[src/rtl/core/fsns_pkg.sv]
package fsns_pkg;

    localparam int SAMPLE_BITS = 16;
    localparam int SUM_BITS    = SAMPLE_BITS + 2;
    localparam int MAX_COLS    = 1024;
    localparam int MAX_ROWS    = 1024;
    localparam int COL_BITS    = $clog2(MAX_COLS);
    localparam int ROW_BITS    = $clog2(MAX_ROWS);
    localparam int IDX_BITS    = 10;

    localparam int CFG_BITS     = 11;
    localparam int CFG_IDX_BITS = 2;
    localparam int ROWS_RESET   = 4;
    localparam int COLS_RESET   = 5;

    localparam int PEND_VERT = 0;
    localparam int PEND_LEFT = 1;
    localparam int PEND_LAST = 2;
    localparam int PEND_BITS = 3;

    typedef logic signed [SAMPLE_BITS-1:0] sample_t;
    typedef logic signed [SUM_BITS-1:0]    sum_t;
    typedef logic [IDX_BITS-1:0]           out_idx_t;
    typedef logic [ROW_BITS-1:0]           row_t;
    typedef logic [COL_BITS-1:0]           col_t;
    typedef logic [CFG_BITS-1:0]           cfg_data_t;
    typedef logic [CFG_IDX_BITS-1:0]       cfg_idx_t;
    typedef logic [PEND_BITS-1:0]          pend_t;

    localparam cfg_idx_t REG_FRAME_ROWS = cfg_idx_t'(0);
    localparam cfg_idx_t REG_FRAME_COLS = cfg_idx_t'(1);

    typedef struct packed {
        sum_t     neighbor_sum;
        out_idx_t out_row;
        out_idx_t out_col;
        logic     run_last;
        logic     frame_last;
    } result_t;

    typedef struct packed {
        logic    en;
        logic    par;
        col_t    addr;
        col_t    addr_next;
        sample_t data;
    } line_req_t;

    typedef struct packed {
        sample_t up;
        sample_t right;
    } line_rsp_t;

endpackage

[src/rtl/core/fsns_stream_if.sv]


interface fsns_out_if;
    logic               valid;
    logic               ready;
    fsns_pkg::sum_t     neighbor_sum;
    fsns_pkg::out_idx_t out_row;
    fsns_pkg::out_idx_t out_col;
    logic               run_last;
    logic               frame_last;

    modport source (output valid, output neighbor_sum, output out_row, output out_col,
                    output run_last, output frame_last, input ready);
    modport sink (input valid, input neighbor_sum, input out_row, input out_col,
                  input run_last, input frame_last, output ready);
endinterface

[src/rtl/core/fsns_out_buf.sv]
module fsns_out_buf (
    input  logic                clk,
    input  logic                rst_n,
    input  logic                push,
    input  fsns_pkg::result_t   push_data,
    output logic                can_push,
    fsns_out_if.source          out_ch
);

    fsns_pkg::result_t slot_reg [2];
    logic              wr_ptr_reg;
    logic              wr_ptr_next;
    logic              rd_ptr_reg;
    logic              rd_ptr_next;
    logic [1:0]        count_reg;
    logic [1:0]        count_next;
    logic              pop;
    fsns_pkg::result_t head;

    assign head     = slot_reg[rd_ptr_reg];
    assign pop      = out_ch.valid && out_ch.ready;
    assign can_push = (count_reg != 2'd2);

    assign out_ch.valid        = (count_reg != 2'd0);
    assign out_ch.neighbor_sum = head.neighbor_sum;
    assign out_ch.out_row      = head.out_row;
    assign out_ch.out_col      = head.out_col;
    assign out_ch.run_last     = head.run_last;
    assign out_ch.frame_last   = head.frame_last;

    always_comb
    begin
        wr_ptr_next = push ? !wr_ptr_reg : wr_ptr_reg;
        rd_ptr_next = pop ? !rd_ptr_reg : rd_ptr_reg;
        case ({push, pop})
            2'b10:   count_next = count_reg + 2'd1;
            2'b01:   count_next = count_reg - 2'd1;
            default: count_next = count_reg;
        endcase
    end

    always_ff @(posedge clk or negedge rst_n)
    begin
        if (!rst_n)
        begin
            wr_ptr_reg <= 1'b0;
            rd_ptr_reg <= 1'b0;
            count_reg  <= 2'd0;
        end
        else
        begin
            wr_ptr_reg <= wr_ptr_next;
            rd_ptr_reg <= rd_ptr_next;
            count_reg  <= count_next;
        end
    end

    always_ff @(posedge clk)
    begin
        if (push)
        begin
            slot_reg[wr_ptr_reg] <= push_data;
        end
    end

endmodule
[src/flat_wrapper.sv]
// flat-port wrapper written by rule: the top's interface ports become plain ports
module fsns_out_buf_flat 
  (clk, rst_n, push, push_data, can_push, out_ch_valid, out_ch_neighbor_sum, out_ch_out_row, out_ch_out_col, out_ch_run_last, out_ch_frame_last, out_ch_ready);
  fsns_out_if out_ch_i ();
  input  logic clk;
  input  logic rst_n;
  input  logic push;
  input  fsns_pkg::result_t push_data;
  output logic can_push;
  output wire logic [$bits(out_ch_i.valid)-1:0] out_ch_valid;
  output wire logic [$bits(out_ch_i.neighbor_sum)-1:0] out_ch_neighbor_sum;
  output wire logic [$bits(out_ch_i.out_row)-1:0] out_ch_out_row;
  output wire logic [$bits(out_ch_i.out_col)-1:0] out_ch_out_col;
  output wire logic [$bits(out_ch_i.run_last)-1:0] out_ch_run_last;
  output wire logic [$bits(out_ch_i.frame_last)-1:0] out_ch_frame_last;
  input wire logic [$bits(out_ch_i.ready)-1:0] out_ch_ready;
  assign out_ch_valid = out_ch_i.valid;
  assign out_ch_neighbor_sum = out_ch_i.neighbor_sum;
  assign out_ch_out_row = out_ch_i.out_row;
  assign out_ch_out_col = out_ch_i.out_col;
  assign out_ch_run_last = out_ch_i.run_last;
  assign out_ch_frame_last = out_ch_i.frame_last;
  assign out_ch_i.ready = out_ch_ready;
  fsns_out_buf u_core (.clk(clk), .rst_n(rst_n), .push(push), .push_data(push_data), .can_push(can_push), .out_ch(out_ch_i));
endmodule
[config.mk]
export PLATFORM = sky130hd
export DESIGN_NAME = fsns_out_buf_flat
export DESIGN_NICKNAME = d
export VERILOG_FILES = /design/src/rtl/core/fsns_pkg.sv /design/src/rtl/core/fsns_stream_if.sv /design/src/rtl/core/fsns_out_buf.sv /design/src/flat_wrapper.sv
export SDC_FILE = /design/constraint.sdc
export NUM_CORES = 1
export LEC_CHECK = 0
export ABC_AREA = 1
export BUFFER_PORTS_ARGS = -buffer_cell sky130_fd_sc_hd__buf_2
export CAP_MARGIN = 10
export CORE_MARGIN = 4
export CORE_UTILIZATION = 30
export DETAILED_ROUTE_END_ITERATION = 10
export PLACE_DENSITY_LB_ADDON = 0.2
export SKIP_CTS_REPAIR_TIMING = 1
export SYNTH_ARGS = -nofsm -noshare
export SYNTH_HDL_FRONTEND = slang
export SYNTH_SLANG_ARGS = --single-unit
[constraint.sdc]
create_clock -name clk -period 5.1 [get_ports clk]
set_input_delay 1.02 -clock clk [delete_from_list [all_inputs] [get_ports clk]]
set_output_delay 1.02 -clock clk [all_outputs]
set_load 0.03 [all_outputs]
# After elaboration in Yosys (flattened, before gate mapping)
# Memories as Yosys holds them, arrays and structs flattened.
# Cells that the tools add are included.
# op_classes
n_reduce_logical,5
eq_ne,3
add_sub_neg,2
n_mux,3
# op_table
cell,n
$pmux 2 s2,1
$reduce_bool 2->1,2
$add 2x1->2 const B,1
$eq 2x1->1 const B,1
$eq 2x2->1 const B,1
$logic_not 1->1,2
$mux 1,2
$ne 2x2->1 const B,1
$sub 2x1->2 const B,1
$logic_and 1x1->1,1
# word_totals
output_inout_bits,42
mem_count,1
ram_bits,80
reg_bits,4
# memory_table
memory,words,word_bits,read_ports,rd_ports_with_merged_regs,wr,line,rtl
u_core.slot_reg,2,40,1,0,1,fsns_out_buf.sv:10,fsns_pkg::result_t slot_reg [2];

# Logic depth before layout (Yosys ltp)
# Gate-level depths: netlist of run 1.
# logic_depth
depth_word,4
depth_mapped,10
mapped_depth_nobuf,10

# Worst setup path after synthesis of run 1
# Ideal clock, no wire load.
# synth_path
kind,input to register
start,input push
end,"memory u_core.slot_reg[0][0] (netlist name), enable pin"
stages,2
setup_slack_ns,1.902
setup_ns,0.438
arrival_time_ns,2.759
required_time_ns,4.662
path_buffers,0
cell_sequence,inv_1 > nor2_1
# synth_between
elab_chain_len,2
# synth_lines
element,line,rtl
from (decl),flat_wrapper.sv:7,input logic push;
$mux 1,fsns_out_buf.sv:60,if (push)
$mux 1 (not written as such),fsns_out_buf.sv:62,slot_reg[wr_ptr_reg] <= push_data;
to (decl),fsns_out_buf.sv:10,
# No other way between the ends.

# Worst setup path after layout of run 1
# layout_path
start,register u_core.rd_ptr_reg
end,output out_ch_out_row[5]
# layout_between
elab_chain_len,1
# layout_lines
element,line,rtl
from (decl),fsns_out_buf.sv:13,logic rd_ptr_reg;
from (signal assigned),fsns_out_buf.sv:53,rd_ptr_reg <= rd_ptr_next;
$mem_v2 2x40,--,
to (decl),flat_wrapper.sv:12,output wire logic [$bits(out_ch_i.out_row)-1:0] out_ch_out_row;
# No other way between the ends.

==> results of run 1 <==
-- through the flow --
stage | power, mW | area, um2
global route | 2.517 | 3910
CTS | 2.408 | 3910
global placement | 1.930 | 3715
finish | 2.353 | 3910
floorplan | 1.699 | 3193
detailed placement | 1.937 | 3715
-- cells by family after synthesis --
family        after synthesis  synth area share
simple gates              134            0.1669
buf+inv                    17           0.03997
flops                      84            0.7837
fa+ha+maj                   1          0.003918
xor+xnor                    2          0.005487
-- area by class of cell --
class	instances	area share
clock inverters	4	0.01280
well taps	136	0.04352
inverters	8	0.009600
clock buffers	12	0.03712
multi-input cells	137	0.1459
repair buffers	86	0.1107
flip-flops and latches	84	0.6403
-- metal layers --
metal | part of all wire | up-vias | track usage
li1 | - | 965 | -
met1 | 0.46 | 878 | 0.1257
met2 | 0.47 | 60 | 0.1616
met3 | 0.062 | 6 | 0.03384
met4 | 0.011 | 0 | 0.04136
met5 | 0 | - | 0
-- worst paths after layout --
path                                                       from  cells past startpoint  slack [ns]                                to
worst min register to register  u_core.count_reg[0]$_DFFE_PN0P_                      1        0.51   u_core.count_reg[0]$_DFFE_PN0P_
min in group clk                u_core.count_reg[0]$_DFFE_PN0P_                      1        0.51   u_core.count_reg[0]$_DFFE_PN0P_
worst max register to register    u_core.wr_ptr_reg$_DFFE_PN0P_                      2        3.51  u_core.slot_reg[1][23]$_DFFE_PP_
worst min-delay path                                      rst_n                      1        0.48     u_core.wr_ptr_reg$_DFFE_PN0P_
max in group asynchronous                                 rst_n                      1        4.47     u_core.rd_ptr_reg$_DFFE_PN0P_
worst max-delay path              u_core.rd_ptr_reg$_DFFE_PN0P_                      4        2.15                 out_ch_out_row[5]
-- cell usage in the layout (no fill, tap or decap) --
cell type / count
xor2_1: 1
dfrtp_2: 1
dfrtp_1: 3
buf_2: 85
buf_4: 1
inv_8: 1
inv_2: 1
nand2_2: 10
clkinv_2: 1
nand3_1: 2
nand4_1: 1
bufinv_16: 1
xnor2_1: 1
clkbuf_8: 10
nand2_1: 120
ha_1: 1
nor2_4: 1
clkbuf_1: 2
inv_1: 6
clkinvlp_4: 2
edfxtp_1: 80
-- synthesized netlist by cell type --
cell | number | area share
inv_8 | 1 | 0.0035
xnor2_1 | 1 | 0.0027
nand2_1 | 120 | 0.14
edfxtp_1 | 80 | 0.75
nand2_2 | 10 | 0.020
nand4_1 | 1 | 0.0020
nor2_1 | 1 | 0.0012
dfrtp_1 | 4 | 0.031
xor2_1 | 1 | 0.0027
buf_4 | 4 | 0.0094
inv_1 | 7 | 0.0082
buf_8 | 1 | 0.0047
nand3_1 | 2 | 0.0031
ha_1 | 1 | 0.0039
buf_6 | 4 | 0.014
-- power groups by stage --
stage	clock, mW	sequential [mW]	combinational, mW
after floorplan	0	0.969	0.730
after global placement	0	1.03	0.897
after detailed placement	0	1.03	0.904
after CTS	0.485	1.02	0.905
after global routing	0.516	1.03	0.966
final	0.458	1.01	0.881
==> impl_metrics.json, run 1 <==
{
  "status": "finished, final reports clean",
  "cp.required_ns": 4.08,
  "synth_cell_type_count": 15,
  "grt_pass1_vias": 1893,
  "hold_viol_final": 0,
  "globalplace.congestion": 0.6164,
  "setup_slack_ns": 2.153,
  "fillerInstances": 1040,
  "sequentialPowerShare": 0.431,
  "finalWirelength_um": 6038,
  "p_comb_frac": 0.374,
  "finalSetupViolCount": 0,
  "final_cells": 467,
  "vias": 1909,
  "drtIter0Drc": 70,
  "clk_pin_slew_ns": 0.08,
  "grt_max_degree": 43,
  "critPathKind": "reg2out",
  "critical_path.slowest_cell": "dfrtp_2",
  "crit_chain": "inv_8 > nand2_1 > nand2_1 > buf_2",
  "cts-root-buf": "clkbuf_8",
  "ant_nets": 0,
  "cap_violations": 0,
  "die_w_um": 111.2,
  "hold_path_class": "in2async",
  "num_rows": 37,
  "p_sw_uw": 970.2,
  "maxSlewViolCount": 0,
  "regArea_um2": 2504,
  "power_leakage_nw": 1.681,
  "syn_area_um2": 3193,
  "startpoint_type": "flip-flop",
  "grt_usage": 0.1010,
  "diodes": 0,
  "yosys_warnings": 0,
  "ys_seq_area_frac": 0.7837,
  "power_density_nw_per_um2": 601.8,
  "drc": 0,
  "cts_tree": "yes",
  "fmax_mhz": 339.3,
  "cts_buffer_depth": 2,
  "endpoint_kind": "output pin",
  "vdd_drop_max_v": 0.0002234,
  "pwr-share-clk": 0.195,
  "ys_ff_latch": 84,
  "multi_input_area_um2": 570.5,
  "grt-ovfl-total": 0,
  "core_area_um2": 10320,
  "clock-sinks": 84,
  "cp.arrival_ns": 1.93,
  "postSynthCellCount": 238,
  "synthesis.nets": 283,
  "largest_reg_flops": 80,
  "dp_slack_ns": 2.429,
  "intPower_mw": 1.383,
  "cts_max_level": 3,
  "syn_to_final_growth_pct": 22.45,
  "skew_ns": 0.006836,
  "critPathMaxStageDelay_ns": 0.92,
  "fin_util": 0.3787,
  "antenna_found_initial": 0,
  "clk_latency_ns": 0.33,
  "wl_per_cell_um": 12.93,
  "port_buffers": 85,
  "swShare": 0.4123,
  "rsz0062_at_grt": "no",
  "cts_buffers": 9,
  "path_buf_inv": 2,
  "via_per_inst": 4.088,
  "fin_crit_ns": 2.947,
  "grt_pass1_wl_um": 9660,
  "tns_ns": 0,
  "drive_gt1_frac": 0.3444,
  "firstDrtPassIters": 4,
  "crit_top_cell": "nand2_1",
  "path_max_fanout": 42,
  "placed_cells": 451,
  "start_util": 0.3093,
  "syn_avg_cell_area_um2": 13.42,
  "path_delay_family": "flip-flops",
  "whs_ns": 0.4832,
  "tightest_slew_ns": 0.9201,
  "post-route-period-util": 0.5779,
  "place.detailed.hpwl_um": 3752,
  "nets": 371,
  "slew_headroom": 0.3866,
  "die_h_um": 111.2,
  "dieArea_um2": 12360,
  "ios": 86
}
Power figures use the tool's default switching activity.
==> inputs of run 2 (changes only) <==
ABC_AREA = 0   (was 1)
clock period = 2.5 ns   (was 5.1 ns; I/O delays follow)
==> impl_metrics.json, run 2 <==
{
  "regArea_um2": 2504,
  "critical_path.slowest_cell": "dfrtp_2",
  "endpoint_kind": "output pin",
  "diodes": 0,
  "die_h_um": 112.1,
  "timing.reg2reg.setup_slack_ns": 1.01,
  "synth_cell_type_count": 14,
  "drtIter0Drc": 51,
  "postSynthCellCount": 142,
  "fin_util": 0.3915,
  "power_leakage_nw": 1.659,
  "grt_max_degree": 21,
  "wl_per_cell_um": 15.00,
  "place.detailed.hpwl_um": 3946,
  "grt-ovfl-total": 0,
  "yosys_warnings": 0,
  "post-route-period-util": 0.8189,
  "syn_area_um2": 3253,
  "globalplace.congestion": 0.6544,
  "startpoint_type": "flip-flop",
  "num_rows": 37,
  "maxSlewViolCount": 0,
  "holdPathStages": 1,
  "clk_pin_slew_ns": 0.08,
  "cts_buffer_depth": 2,
  "final_cell_mix": "85 x buf_2, 80 x edfxtp_1, 39 x mux2_4",
  "fmax_mhz": 488.5,
  "worst_hold_path.endpoint": "u_core.slot_reg[0][15]$_DFFE_PP_",
  "ys_seq_area_frac": 0.7692,
  "drive_gt1_frac": 0.6138,
  "ys.flop_type": "edfxtp_1",
  "fillerInstances": 1013,
  "drc": 0,
  "synth_common_cells": "80 x edfxtp_1, 39 x mux2_4, 5 x buf_6",
  "synth_edf_count": 80,
  "antenna_found_initial": 0,
  "rsz0062_at_grt": "no",
  "path_delay_family": "buffers and inverters",
  "slew_headroom": 0.7882,
  "tns_ns": 0,
  "path_max_fanout": 16,
  "finalWirelength_um": 5731,
  "via_per_inst": 4.194,
  "hold_path_class": "in2reg",
  "r2r_cells": 5,
  "status": "finished, final reports clean",
  "nets": 286,
  "synth_async_sr_flop_share": 0.04762,
  "firstDrtPassIters": 4,
  "finalSetupViolCount": 0,
  "grt_pass1_wl_um": 8928,
  "path_buf_inv": 2,
  "critPathKind": "reg2out",
  "syn_to_final_growth_pct": 25.92,
  "dieArea_um2": 12570,
  "cp.arrival_ns": 1.55,
  "netlist.area_leader.share": 0.7385,
  "synthesis.nets": 187,
  "crit_chain": "buf_4 > mux2_4 > buf_2",
  "core_area_um2": 10460,
  "multi_input_area_um2": 699.4,
  "clk_latency_ns": 0.34,
  "power_density_nw_per_um2": 1224,
  "ant_nets": 0,
  "critPathMaxStageDelay_ns": 0.38,
  "largest_reg_flops": 80,
  "ios": 86,
  "ys_ff_latch": 84,
  "vias": 1602,
  "hp-start": "push_data[15]",
  "start_util": 0.3109,
  "yosysMostFrequentCell": "edfxtp_1",
  "port_buffers": 85,
  "skew_ns": 0.004984,
  "cts_tree": "yes",
  "synth_top_area_cell": "edfxtp_1",
  "cts_max_level": 3,
  "clock-sinks": 84,
  "grt_pass1_vias": 1686,
  "die_w_um": 112.1,
  "tightest_slew_ns": 0.3177,
  "syn_avg_cell_area_um2": 22.91,
  "grt_usage": 0.09471,
  "cts-root-buf": "clkbuf_8",
  "vdd_drop_max_v": 0.0005346,
  "fin_crit_ns": 2.047,
  "hold_viol_final": 0,
  "synth.area.top_cells": "edfxtp_1 74%, mux2_4 18%, dfrtp_1 3.1%",
  "layout_commonest_cell": "buf_2",
  "cp.required_ns": 2.00,
  "r2r-start": "u_core.count_reg[0]$_DFFE_PN0P_",
  "cap_violations": 0,
  "reg2reg_to": "u_core.count_reg[1]$_DFFE_PN0P_",
  "cts_buffers": 9
}
## run 2: per-layer routing
| metal | GRT usage | wire (um) | share of wire | up-vias |
|---|---|---|---|---|
| met5 | 0 | 0 | 0 | - |
| met4 | 0.04808 | 121 | 0.021 | 0 |
| met3 | 0.03019 | 379 | 0.066 | 11 |
| met2 | 0.1474 | 2678 | 0.47 | 61 |
| met1 | 0.1187 | 2552 | 0.45 | 785 |
| li1 | - | - | - | 745 |
## run 2: worst max path at each step
stage                                      end  cells after the start  slack (ns)                          start
6_report                out_ch_neighbor_sum[5]                      3        0.45  u_core.rd_ptr_reg$_DFFE_PN0P_
5_1_grt                 out_ch_neighbor_sum[5]                      3        0.37  u_core.rd_ptr_reg$_DFFE_PN0P_
4_1_cts                 out_ch_neighbor_sum[2]                      3        0.41  u_core.rd_ptr_reg$_DFFE_PN0P_
3_5_place_dp            out_ch_neighbor_sum[2]                      3        0.80  u_core.rd_ptr_reg$_DFFE_PN0P_
3_3_place_gp            out_ch_neighbor_sum[2]                      3        0.81  u_core.rd_ptr_reg$_DFFE_PN0P_
2_1_floorplan  u_core.slot_reg[0][0]$_DFFE_PP_                      2        0.51                           push
## run 2: area by class of cell
type,instances,area share
Tap cell,136,0.04154
Timing Repair Buffer,93,0.1191
Clock buffer,11,0.03207
Inverter,1,0.0009163
Clock inverter,5,0.02443
Multi-Input combinational cell,52,0.1707
Sequential cell,84,0.6112
## run 2: per-stage QoR
stage / setup slack, ns / total power, mW / hold WS (ns) / instances / instance area [um2]
global route: 0.3735 / 5.287 / 0.3132 / 382 / 4096
floorplan: 0.5081 / 3.531 / 0.2044 / 142 / 3256
CTS: 0.4086 / 5.110 / -0.06821 / 381 / 4086
detailed placement: 0.7998 / 3.986 / 0.3171 / 365 / 3855
global placement: 0.8148 / 3.975 / 0.3159 / 365 / 3855
finish: 0.4528 / 5.015 / 0.3392 / 382 / 4096
## run 2: logic make-up after synthesis
kind of cell	count (synthesis)	synth area share
xor gates and xnor gates	5	0.01346
adders and majority gates	1	0.003846
buffers and inverters	6	0.01846
DFF	84	0.7692
muxes	40	0.1835
and+or+nand+nor	6	0.01154
## run 2: power breakdown
part	switching (mW)	total (mW)	internal [mW]
logic	1.16	1.95	0.785
clock network	0.443	1.10	0.661
registers	0.0904	1.96	1.87
total	1.70	5.01	3.32
